[config.mk]
export PLATFORM = sky130hd
export DESIGN_NAME = ssdn_ctrl
export DESIGN_NICKNAME = d
export VERILOG_FILES = /design/src/rtl/ssd_detection_decode_nms_macros.svh /design/src/rtl/ssdn_pkg.sv /design/src/rtl/ssdn_ctrl.sv
export SDC_FILE = /design/constraint.sdc
export NUM_CORES = 1
export LEC_CHECK = 0
export BUFFER_PORTS_ARGS = -buffer_cell sky130_fd_sc_hd__buf_2
export CORE_MARGIN = 8
export CORE_UTILIZATION = 44
export DETAILED_ROUTE_END_ITERATION = 7
export PLACE_DENSITY = 0.82
export SLEW_MARGIN = 15
export SYNTH_ARGS = -nofsm -noshare
export SYNTH_HDL_FRONTEND = slang
export SYNTH_SLANG_ARGS = --single-unit
export TNS_END_PERCENT = 100
[constraint.sdc]
create_clock -name clk -period 1.4 [get_ports clk]
set_input_delay 0.35 -clock clk [delete_from_list [all_inputs] [get_ports clk]]
set_output_delay 0.35 -clock clk [all_outputs]
set_load 0.005 [all_outputs]
[src/rtl/ssd_detection_decode_nms_macros.svh]
// Assertion macros for the SSD decode and suppression block.
// Used by the top level only; no other dependencies.
`ifndef SSD_DETECTION_DECODE_NMS_MACROS_SVH
`define SSD_DETECTION_DECODE_NMS_MACROS_SVH

// same-cycle implication
`define SSDN_ASSERT_NOW(lbl, clk, rst_n, ante, cons) \
	lbl: assert property (@(posedge clk) disable iff (!rst_n) (ante) |-> (cons)) \
		else $error("ssdn check failed");

// next-cycle implication
`define SSDN_ASSERT_NEXT(lbl, clk, rst_n, ante, cons) \
	lbl: assert property (@(posedge clk) disable iff (!rst_n) (ante) |=> (cons)) \
		else $error("ssdn check failed");

`endif

[src/rtl/ssdn_pkg.sv]
// Shared types, constants and codes for the SSD decode and suppression block.
// No dependencies.
`default_nettype none
package ssdn_pkg;

	localparam int MAX_CAND = 64;
	localparam int CAND_AW  = 6;
	localparam int CNT_W    = 7;
	localparam int ROW_W    = 152;

	localparam logic [7:0]         SWAP_LIMIT = 8'd200;
	localparam logic signed [31:0] NORM_LIMIT = 32'sd327680;

	localparam logic [1:0] OP_SCORE = 2'd0;
	localparam logic [1:0] OP_BOX   = 2'd1;
	localparam logic [1:0] OP_END   = 2'd2;

	localparam logic [2:0] REG_SCORE_THR   = 3'd0;
	localparam logic [2:0] REG_OVERLAP_THR = 3'd1;
	localparam logic [2:0] REG_IMG_W       = 3'd2;
	localparam logic [2:0] REG_IMG_H       = 3'd3;
	localparam logic [2:0] REG_BG_FIRST    = 3'd4;

	localparam logic [3:0] IS_NONE = 4'd0;
	localparam logic [3:0] IS_DIFF = 4'd1;
	localparam logic [3:0] IS_M1   = 4'd2;
	localparam logic [3:0] IS_M2   = 4'd3;
	localparam logic [3:0] IS_M3   = 4'd4;
	localparam logic [3:0] IS_M4   = 4'd5;
	localparam logic [3:0] IS_M5   = 4'd6;
	localparam logic [3:0] IS_M6   = 4'd7;
	localparam logic [3:0] IS_M7   = 4'd8;
	localparam logic [3:0] IS_CMP  = 4'd9;

	typedef struct packed {
		logic [1:0]         opcode;
		logic [6:0]         class_column;
		logic [15:0]        class_score;
		logic signed [31:0] coord_a;
		logic signed [31:0] coord_b;
		logic signed [31:0] coord_c;
		logic signed [31:0] coord_d;
	} item_t;

	typedef struct packed {
		logic               present;
		logic [6:0]         det_class;
		logic [15:0]        confidence;
		logic signed [31:0] left;
		logic signed [31:0] top;
		logic signed [31:0] right;
		logic signed [31:0] bottom;
		logic               dropped_flag;
		logic               last;
	} det_t;

	typedef struct packed {
		logic [15:0] score_thr;
		logic [15:0] overlap_thr;
		logic [13:0] img_w;
		logic [13:0] img_h;
		logic        bg_first;
	} cfg_t;

	typedef struct packed {
		logic       score_upd;
		logic       box_eval;
		logic       div_start;
		logic       div_store;
		logic [1:0] coord_sel;
		logic       row_wr;
		logic       fe_init;
		logic       rd_en;
		logic       rd_bidx;
		logic       idx_clr;
		logic       idx_inc;
		logic       sel_clr;
		logic       sel_eval;
		logic       take_best;
		logic       a_load;
		logic       emit_held;
		logic       emit_end;
		logic [3:0] iou_step;
	} cmd_t;

	typedef struct packed {
		logic [1:0] op;
		logic       qualify;
		logic       room;
		logic       norm;
		logic       div_done;
		logic       div_busy;
		logic       n_zero;
		logic       idx_last;
		logic       found;
		logic       best_supp;
		logic       b_cand;
		logic       uni_pos;
		logic       out_free;
	} st_t;

endpackage
`default_nettype wire

[src/rtl/ssdn_ctrl.sv]
// Controller state machine sequencing item intake, box decode and suppression.
// Depends on ssdn_pkg.
`default_nettype none
module ssdn_ctrl (
	input  wire logic           clk,
	input  wire logic           arst_n,
	input  wire logic           item_valid,
	output logic                item_ready,
	input  wire ssdn_pkg::st_t  st,
	output ssdn_pkg::cmd_t      cmd
);
	localparam logic [4:0] S_IDLE     = 5'd0;
	localparam logic [4:0] S_DIV_GO   = 5'd1;
	localparam logic [4:0] S_DIV_WAIT = 5'd2;
	localparam logic [4:0] S_WR       = 5'd3;
	localparam logic [4:0] S_FE       = 5'd4;
	localparam logic [4:0] S_SEL_INIT = 5'd5;
	localparam logic [4:0] S_SEL_RD   = 5'd6;
	localparam logic [4:0] S_SEL_EV   = 5'd7;
	localparam logic [4:0] S_SEL_DONE = 5'd8;
	localparam logic [4:0] S_A_RD     = 5'd9;
	localparam logic [4:0] S_A_LD     = 5'd10;
	localparam logic [4:0] S_EMIT     = 5'd11;
	localparam logic [4:0] S_B_RD     = 5'd12;
	localparam logic [4:0] S_B_EV     = 5'd13;
	localparam logic [4:0] S_I0       = 5'd14;
	localparam logic [4:0] S_I1       = 5'd15;
	localparam logic [4:0] S_I2       = 5'd16;
	localparam logic [4:0] S_I3       = 5'd17;
	localparam logic [4:0] S_I4       = 5'd18;
	localparam logic [4:0] S_I5       = 5'd19;
	localparam logic [4:0] S_I6       = 5'd20;
	localparam logic [4:0] S_I7       = 5'd21;
	localparam logic [4:0] S_I8       = 5'd22;
	localparam logic [4:0] S_B_NEXT   = 5'd23;
	localparam logic [4:0] S_END      = 5'd24;

	logic [4:0] state_q, state_d;
	logic [1:0] k_q, k_d;

	always_ff @(posedge clk or negedge arst_n) begin
		if (!arst_n) begin
			state_q <= S_IDLE;
			k_q     <= '0;
		end else begin
			state_q <= state_d;
			k_q     <= k_d;
		end
	end

	always_comb begin
		state_d       = state_q;
		k_d           = k_q;
		cmd           = '0;
		cmd.iou_step  = ssdn_pkg::IS_NONE;
		cmd.coord_sel = k_q;
		item_ready    = 1'b0;
		case (state_q)
			S_IDLE: begin
				item_ready = 1'b1;
				if (item_valid) begin
					case (st.op)
						ssdn_pkg::OP_SCORE: cmd.score_upd = 1'b1;
						ssdn_pkg::OP_BOX: begin
							cmd.box_eval = 1'b1;
							k_d          = '0;
							if (st.qualify && st.room) state_d = st.norm ? S_WR : S_DIV_GO;
						end
						ssdn_pkg::OP_END: state_d = S_FE;
						default: ;
					endcase
				end
			end
			S_DIV_GO: begin
				cmd.div_start = 1'b1;
				state_d       = S_DIV_WAIT;
			end
			S_DIV_WAIT: begin
				if (st.div_done) begin
					cmd.div_store = 1'b1;
					k_d           = k_q + 2'd1;
					state_d       = (k_q == 2'd3) ? S_WR : S_DIV_GO;
				end
			end
			S_WR: begin
				cmd.row_wr = 1'b1;
				state_d    = S_IDLE;
			end
			S_FE: begin
				cmd.fe_init = 1'b1;
				state_d     = S_SEL_INIT;
			end
			S_SEL_INIT: begin
				cmd.sel_clr = 1'b1;
				cmd.idx_clr = 1'b1;
				state_d     = st.n_zero ? S_END : S_SEL_RD;
			end
			S_SEL_RD: begin
				cmd.rd_en = 1'b1;
				state_d   = S_SEL_EV;
			end
			S_SEL_EV: begin
				cmd.sel_eval = 1'b1;
				if (st.idx_last) state_d = S_SEL_DONE;
				else begin
					cmd.idx_inc = 1'b1;
					state_d     = S_SEL_RD;
				end
			end
			S_SEL_DONE: begin
				if (!st.found) state_d = S_END;
				else begin
					cmd.take_best = 1'b1;
					state_d       = st.best_supp ? S_SEL_INIT : S_A_RD;
				end
			end
			S_A_RD: begin
				cmd.rd_en   = 1'b1;
				cmd.rd_bidx = 1'b1;
				state_d     = S_A_LD;
			end
			S_A_LD: begin
				cmd.a_load = 1'b1;
				state_d    = S_EMIT;
			end
			S_EMIT: begin
				if (st.out_free) begin
					cmd.emit_held = 1'b1;
					cmd.idx_clr   = 1'b1;
					state_d       = S_B_RD;
				end
			end
			S_B_RD: begin
				cmd.rd_en = 1'b1;
				state_d   = S_B_EV;
			end
			S_B_EV: state_d = st.b_cand ? S_I0 : S_B_NEXT;
			S_I0: begin
				cmd.iou_step = ssdn_pkg::IS_DIFF;
				state_d      = S_I1;
			end
			S_I1: begin
				cmd.iou_step = ssdn_pkg::IS_M1;
				state_d      = S_I2;
			end
			S_I2: begin
				cmd.iou_step = ssdn_pkg::IS_M2;
				state_d      = S_I3;
			end
			S_I3: begin
				cmd.iou_step = ssdn_pkg::IS_M3;
				state_d      = S_I4;
			end
			S_I4: begin
				cmd.iou_step = ssdn_pkg::IS_M4;
				state_d      = S_I5;
			end
			S_I5: begin
				if (st.uni_pos) begin
					cmd.iou_step = ssdn_pkg::IS_M5;
					state_d      = S_I6;
				end else begin
					state_d = S_B_NEXT;
				end
			end
			S_I6: begin
				cmd.iou_step = ssdn_pkg::IS_M6;
				state_d      = S_I7;
			end
			S_I7: begin
				cmd.iou_step = ssdn_pkg::IS_M7;
				state_d      = S_I8;
			end
			S_I8: begin
				cmd.iou_step = ssdn_pkg::IS_CMP;
				state_d      = S_B_NEXT;
			end
			S_B_NEXT: begin
				if (st.idx_last) state_d = S_SEL_INIT;
				else begin
					cmd.idx_inc = 1'b1;
					state_d     = S_B_RD;
				end
			end
			S_END: begin
				if (st.out_free) begin
					cmd.emit_end = 1'b1;
					state_d      = S_IDLE;
				end
			end
			default: state_d = S_IDLE;
		endcase
	end
endmodule
`default_nettype wire
==> flow_metrics.env, run 1 <==
export IMPL_required_ns=1.05
export IMPL_p_per_area_mw_per_mm2=2212
export IMPL_ys_async_sr_fraction_pct=100.0
export IMPL_period_share_pct=138.4
export IMPL_grt_pass1_vias=1475
export IMPL_syn_inst=145
export IMPL_pre_cts_slack_ns=-0.2118
export IMPL_synth_ff_type="dfrtp_1"
export IMPL_grt_use_total_pct=20.74
export IMPL_rsz0062_at_grt="true"
export IMPL_antenna_found_initial=0
export IMPL_synth_nets=166
export IMPL_worst_setup_path_start_kind="register"
export IMPL_vias=1729
export IMPL_slew_headroom_pct=66.40
export IMPL_cpMaxStageDelayCell="dfrtp_1"
export IMPL_ys_seq_area_share_pct=16.99
export IMPL_end_kind="output pin"
export IMPL_path_buf_inv=3
export IMPL_synth_edf_count=0
export IMPL_n_antenna_cell=0
export IMPL_drive_above_1_share_pct=62.05
export IMPL_maxCapViolCount=0
export IMPL_grt_pass1_wl_um=7113
export IMPL_boundaryPins=40
export IMPL_cts_tree="yes"
export IMPL_leakagePower_nw=0.9210
export IMPL_cts_buffers=3
export IMPL_min_path_type="in -> async"
export IMPL_power_mw=4.212
export IMPL_grt_max_degree=18
export IMPL_cts_sinks=7
export IMPL_initial_core_util_pct=46.61
export IMPL_drtIter0Drc=187
export IMPL_finClkSkew_ns=0.006548
export IMPL_crit_chain="buf_4 > buf_6 > nor2_2 > a32oi_1 > o22ai_1 > buf_2"
export IMPL_avgSynthCellArea_um2=7.110
export IMPL_cts_root_buffer="clkbuf_4"
export IMPL_die_h_um=64.41
export IMPL_ys_warn_count=0
export IMPL_cts_htree_levels=1
export IMPL_die_w_um=64.41
export IMPL_clk_latency_ns=0.26
export IMPL_clockBufferDepth=2
export IMPL_synth_seq_cells=7
export IMPL_yosysUniqueCellTypes=47
export IMPL_critical_path_top_delay_family="buffers and inverters"
export IMPL_place_gp_congestion=0.9349
export IMPL_final_max_slew_viol_count=0
export IMPL_core_rowCount=17
export IMPL_finish_instance_area_mm2=0.001904
export IMPL_worstSetupPathType="reg -> out"
export IMPL_port_buffers=38
export IMPL_setup_viol=28
export IMPL_syn_area_mm2=0.001031
export IMPL_final_util_pct=86.09
export IMPL_area_growth_syn_to_layout_pct=84.71
export IMPL_vias_per_cell=6.861
export IMPL_outcome="complete, but fails checks"
export IMPL_max_stage_delay_ns=0.43
export IMPL_hold_violations=0
export IMPL_final_nets=246
export IMPL_drc=0
export IMPL_drt_first_pass_iters=5
export IMPL_critPathArrivalTime_ns=1.59
export IMPL_fmax_ghz=0.5162
export IMPL_dpl_instance_area_mm2=0.001513
export IMPL_peakVddDrop_mv=1.555
export IMPL_fin_crit_ns=1.937
export IMPL_wl_per_cell_um=23.30
export IMPL_crit_fanout=7
export IMPL_dp_hpwl_um=3095
export IMPL_violations="negative setup slack"
export IMPL_die_area_mm2=0.004148
export IMPL_fp_coreArea_mm2=0.002212
export IMPL_setup_ws_ns=-0.5371
export IMPL_grt_overflow_total=0
export IMPL_worst_pin_slew_ns=0.4977
export IMPL_wirelength_um=5871
export IMPL_path_clk_slew_ns=0.06
export IMPL_final_antenna_net_count=0
state kept, by name (all words and copies together), names as in the netlist:
name,cells
state_q,5
k_q,2
metrics by stage:
| stage | hold slack [ns] | instances | TNS [ns] |
|---|---|---|---|
| 2_1_floorplan | 0.05441 | 145 | -0.5562 |
| 3_3_place_gp | 0.1875 | 234 | -2.370 |
| 3_5_place_dp | 0.1911 | 234 | -2.811 |
| 4_1_cts | 0.4454 | 243 | -7.970 |
| 5_1_grt | 0.4503 | 252 | -11.05 |
| 6_report | 0.4506 | 252 | -10.19 |
report_power, final:
part,total [mW],leakage (nW),switching (mW),internal (mW)
clock,0.202,0.0150,0.0919,0.110
sequential,0.404,0.0865,0.110,0.295
combinational,3.61,0.820,1.97,1.64
total,4.21,0.921,2.17,2.04
what timing repair did:
item | 4_1_cts | 5_1_grt
gates resized for setup | 23 | 37
hold buffers | 1 | 0
hold endpoints to repair | 7 | 0
endpoints found under the setup margin | 26 | 28
pin swaps | 6 | 14
setup buffers | 4 | 10
routing by layer:
metal	GRT usage, %	wire length (um)	up-vias
met5	0	0	-
met4	7.357	425	0
met3	4.878	757	47
met2	35.03	2634	201
met1	24.90	2053	791
li1	-	-	690
cells in the mapped netlist (2+ instances only):
library cell   n  share of area [%]
a211oi_1       2                1.5
a21boi_0       2                1.5
a21oi_1       11                5.3
a22o_1         2                1.7
a31oi_1        2                1.2
a32oi_1        2                1.7
and3_1         4                2.4
buf_2         10                4.9
dfrtp_1        7                 17
ha_1           4                4.9
inv_1          6                2.2
inv_2          2               0.73
nand2_1        9                3.3
nand2b_1       5                3.0
nand3_1        8                3.9
nor2_1        20                7.3
nor3_1         9                4.4
o21ai_0        6                2.9
o22ai_1        4                2.4
o311ai_0       2                1.7
xnor2_1        2                1.7
final timing paths:
check	startpoint	to	slack (ns)	depth (start not counted)
min in group clk	st[0]	state_q[0]	0.45	3
max reg2reg	state_q[0]	state_q[1]	-0.33	7
max	state_q[3]	cmd[1]	-0.54	6
max in group asynchronous	arst_n	state_q[2]	0.77	2
min reg2reg	k_q[1]	k_q[1]	0.57	1
min	arst_n	state_q[3]	0.45	2
area by class of cell:
| type | count | area, um^2 |
|---|---|---|
| clock buffers | 4 | 26.28 |
| fillers | 108 | 307.8 |
| inverters | 8 | 35.03 |
| multi-input cells | 117 | 980.9 |
| flip-flops and latches | 7 | 176.4 |
| well taps | 28 | 35.03 |
| repair buffers | 88 | 650.6 |
kinds of logic (layout without fill, tap and decap cells):
logic type	after synthesis	in the layout	synth area share [%]
AND/OR/NAND/NOR	63	63	30.95
flip-flops	7	7	16.99
adder cells (fa/ha/maj)	4	4	4.855
AO/OA/AOI/OAI	46	46	33.62
multiplexers	1	1	1.092
XOR/XNOR	3	3	2.549
buffers and inverters	21	100	9.952
worst reg2reg max path, cell delays in order, from the launching register on:
cell	delay [ns]
dfrtp_1	0.43
buf_4	0.16
nand2_4	0.05
buf_6	0.14
nor2_4	0.15
a21oi_4	0.06
o311ai_4	0.38
o2111ai_2	0.20
cell usage in the layout, fill, tap and decap left out, types with 2 or more instances in the layout:
cell,Yosys,final
nand2_4,0,2
and3_1,4,2
and3_4,0,2
ha_1,4,4
inv_1,6,5
dfrtp_1,7,6
nand2b_4,0,3
a21oi_1,11,8
o21ai_2,1,2
o311ai_0,2,2
buf_2,10,36
buf_12,0,2
nor3_2,0,5
buf_6,1,14
a22o_1,2,2
a32oi_1,2,2
o22ai_2,1,2
nand2b_1,5,2
a21oi_2,0,2
inv_4,0,2
xnor2_1,2,2
buf_4,1,35
nor3_1,9,3
nand3_1,8,7
clkbuf_4,0,3
nor2_1,20,12
nor2_4,0,5
o21ai_0,6,4
nand2_1,9,8
nor2_2,1,4
o22ai_1,4,3
Note: power is estimated with default switching activity, not from simulation.
==> run 2: changes to the inputs <==
Settings changed: CORE_UTILIZATION 44 to 49, CTS_BUF_LIST from default to sky130_fd_sc_hd__clkbuf_16, PLACE_DENSITY 0.82 to 0.86.
Clock period 1.4 ns to 2.2 ns, I/O delays scaled along.
==> run 2 against run 1 <==
The flow now finishes without violations. Sequential share of layout area up 4.1 points. Clock skew decreased by 0.0052 ns. Core utilization decreased by 20 points.
==> flow_metrics.env, run 2 (synthesized netlist as in run 1, its figures left out) <==
export IMPL_final_util_pct=66.48
export IMPL_fp_coreArea_mm2=0.001982
export IMPL_post_cts_buffers=0
export IMPL_n_antenna_cell=0
export IMPL_peakVddDrop_mv=0.7902
export IMPL_largest_register_ffs=5
export IMPL_crit_chain="buf_4 > buf_4 > nand3_1 > nor2_1 > buf_2"
export IMPL_required_ns=1.65
export IMPL_port_buffers=38
export IMPL_vias=1261
export IMPL_path_clk_slew_ns=0.04
export IMPL_slew_headroom_pct=64.26
export IMPL_cts_sinks=7
export IMPL_outcome="finished clean"
export IMPL_antenna_found_initial=0
export IMPL_boundaryPins=40
export IMPL_grt_use_total_pct=17.79
export IMPL_wl_per_cell_um=15.50
export IMPL_reg_top3="state_q (5), k_q (2)"
export IMPL_drt_first_pass_iters=4
export IMPL_finClkSkew_ns=0.001325
export IMPL_final_max_slew_viol_count=0
export IMPL_critical_path_top_delay_family="buffers and inverters"
export IMPL_cts_buffers=3
export IMPL_tns_ns=0
export IMPL_wirelength_um=3223
export IMPL_grt_pass1_vias=1208
export IMPL_worstSetupPathType="reg -> out"
export IMPL_die_w_um=61.87
export IMPL_cts_root_buffer="clkbuf_16"
export IMPL_fmax_ghz=0.4732
export IMPL_dp_hpwl_um=2512
export IMPL_die_h_um=61.87
export IMPL_final_nets=203
export IMPL_grt_overflow_total=0
export IMPL_grt_max_degree=20
export IMPL_cts_htree_levels=1
export IMPL_p_per_area_mw_per_mm2=1368
export IMPL_cpMostUsedCell="buf_4"
export IMPL_clk_latency_ns=0.23
export IMPL_maxCapViolCount=0
export IMPL_ff2ff_setup_slack_ns=0.42
export IMPL_place_gp_congestion=0.9852
export IMPL_period_share_pct=96.05
export IMPL_rr_startpoint="state_q[1]"
export IMPL_timing_rr_end="state_q[1]"
export IMPL_min_path_type="in -> async"
export IMPL_worst_pin_slew_ns=0.5341
export IMPL_regMostFlops="state_q"
export IMPL_fillers=174
export IMPL_vias_per_cell=6.063
export IMPL_core_rowCount=16
export IMPL_rsz0062_at_grt="false"
export IMPL_reg2regPathDepth=7
export IMPL_clockBufferDepth=2
export IMPL_max_stage_delay_ns=0.51
export IMPL_worst_setup_path_start_kind="register"
export IMPL_layout_common_cells="buf_2 (38), nor2_1 (20), a21oi_1 (11)"
export IMPL_hold_violations=0
export IMPL_crit_fanout=12
export IMPL_end_kind="output pin"
export IMPL_die_area_mm2=0.003828
export IMPL_cpMaxStageDelayCell="dfrtp_1"
export IMPL_drc=0
export IMPL_grt_pass1_wl_um=5313
export IMPL_path_buf_inv=3
export IMPL_drive_above_1_share_pct=34.81
export IMPL_fin_crit_ns=2.113
export IMPL_area_growth_syn_to_layout_pct=27.79
export IMPL_critPathArrivalTime_ns=1.56
export IMPL_setup_viol=0
export IMPL_drtIter0Drc=98
export IMPL_cts_tree="yes"
export IMPL_final_antenna_net_count=0
export IMPL_initial_core_util_pct=52.02
export IMPL_final_common_cell="buf_2"
export IMPL_leakagePower_nw=0.6658
## run 2: changes by cell type in the layout (fill, tap and decap cells not counted), moves of 5 or more
| cell | change |
|---|---|
| nor3_2 | -5 |
| nor2_1 | +8 |
| buf_6 | -14 |
| nor3_1 | +6 |
| buf_4 | -28 |
| nor2_4 | -5 |
## run 2: metal layers
metal  part of all wire [%]  wire length, um  track usage (%)
met5                      0                0                0
met4                    1.2               40            5.519
met3                    9.3              300            4.527
met2                     48             1559            29.84
met1                     41             1322            21.55
## run 2: worst max path at each step
stage,endpoint,slack [ns],start,cells past startpoint
after floorplan,cmd[11],0.38,state_q[2],7
after global placement,cmd[21],0.31,state_q[3],4
after detailed placement,cmd[20],0.29,state_q[3],4
after CTS,cmd[20],0.05,state_q[3],4
after global routing,cmd[18],0.007,state_q[1],5
final,cmd[18],0.09,state_q[1],5
## run 2: layout make-up
cell class	instances	area [um^2]	share of cell area, %
Inverter	8	30.03	2.279
Multi-Input combinational cell	117	755.7	57.36
Timing Repair Buffer	45	242.7	18.42
Clock buffer	3	75.07	5.698
Clock inverter	1	3.754	0.2849
Tap cell	27	33.78	2.564
Sequential cell	7	176.4	13.39
## run 2: through the flow
step | power (mW) | hold WS (ns) | setup WS (ns) | instance area, um^2 | std cells
after floorplan | 1.162 | 0.2544 | 0.3825 | 1031 | 145
after global placement | 1.434 | 0.3901 | 0.3112 | 1235 | 204
after detailed placement | 1.472 | 0.3938 | 0.2941 | 1235 | 204
after CTS | 1.785 | 0.1512 | 0.04626 | 1314 | 208
after global routing | 1.934 | 0.1503 | 0.007386 | 1318 | 208
final | 1.802 | 0.1451 | 0.08680 | 1318 | 208
## run 2: power by group
| part | switching (mW) | internal (mW) |
|---|---|---|
| combinational | 0.745 | 0.492 |
| sequential | 0.0757 | 0.188 |
| clock | 0.0647 | 0.236 |
| total | 0.885 | 0.916 |
## run 2: what timing repair did
item,in CTS,in global routing
hold endpoints to repair,0,0
endpoints found under the setup margin,0,5
hold buffers,0,0
resized for setup,0,2
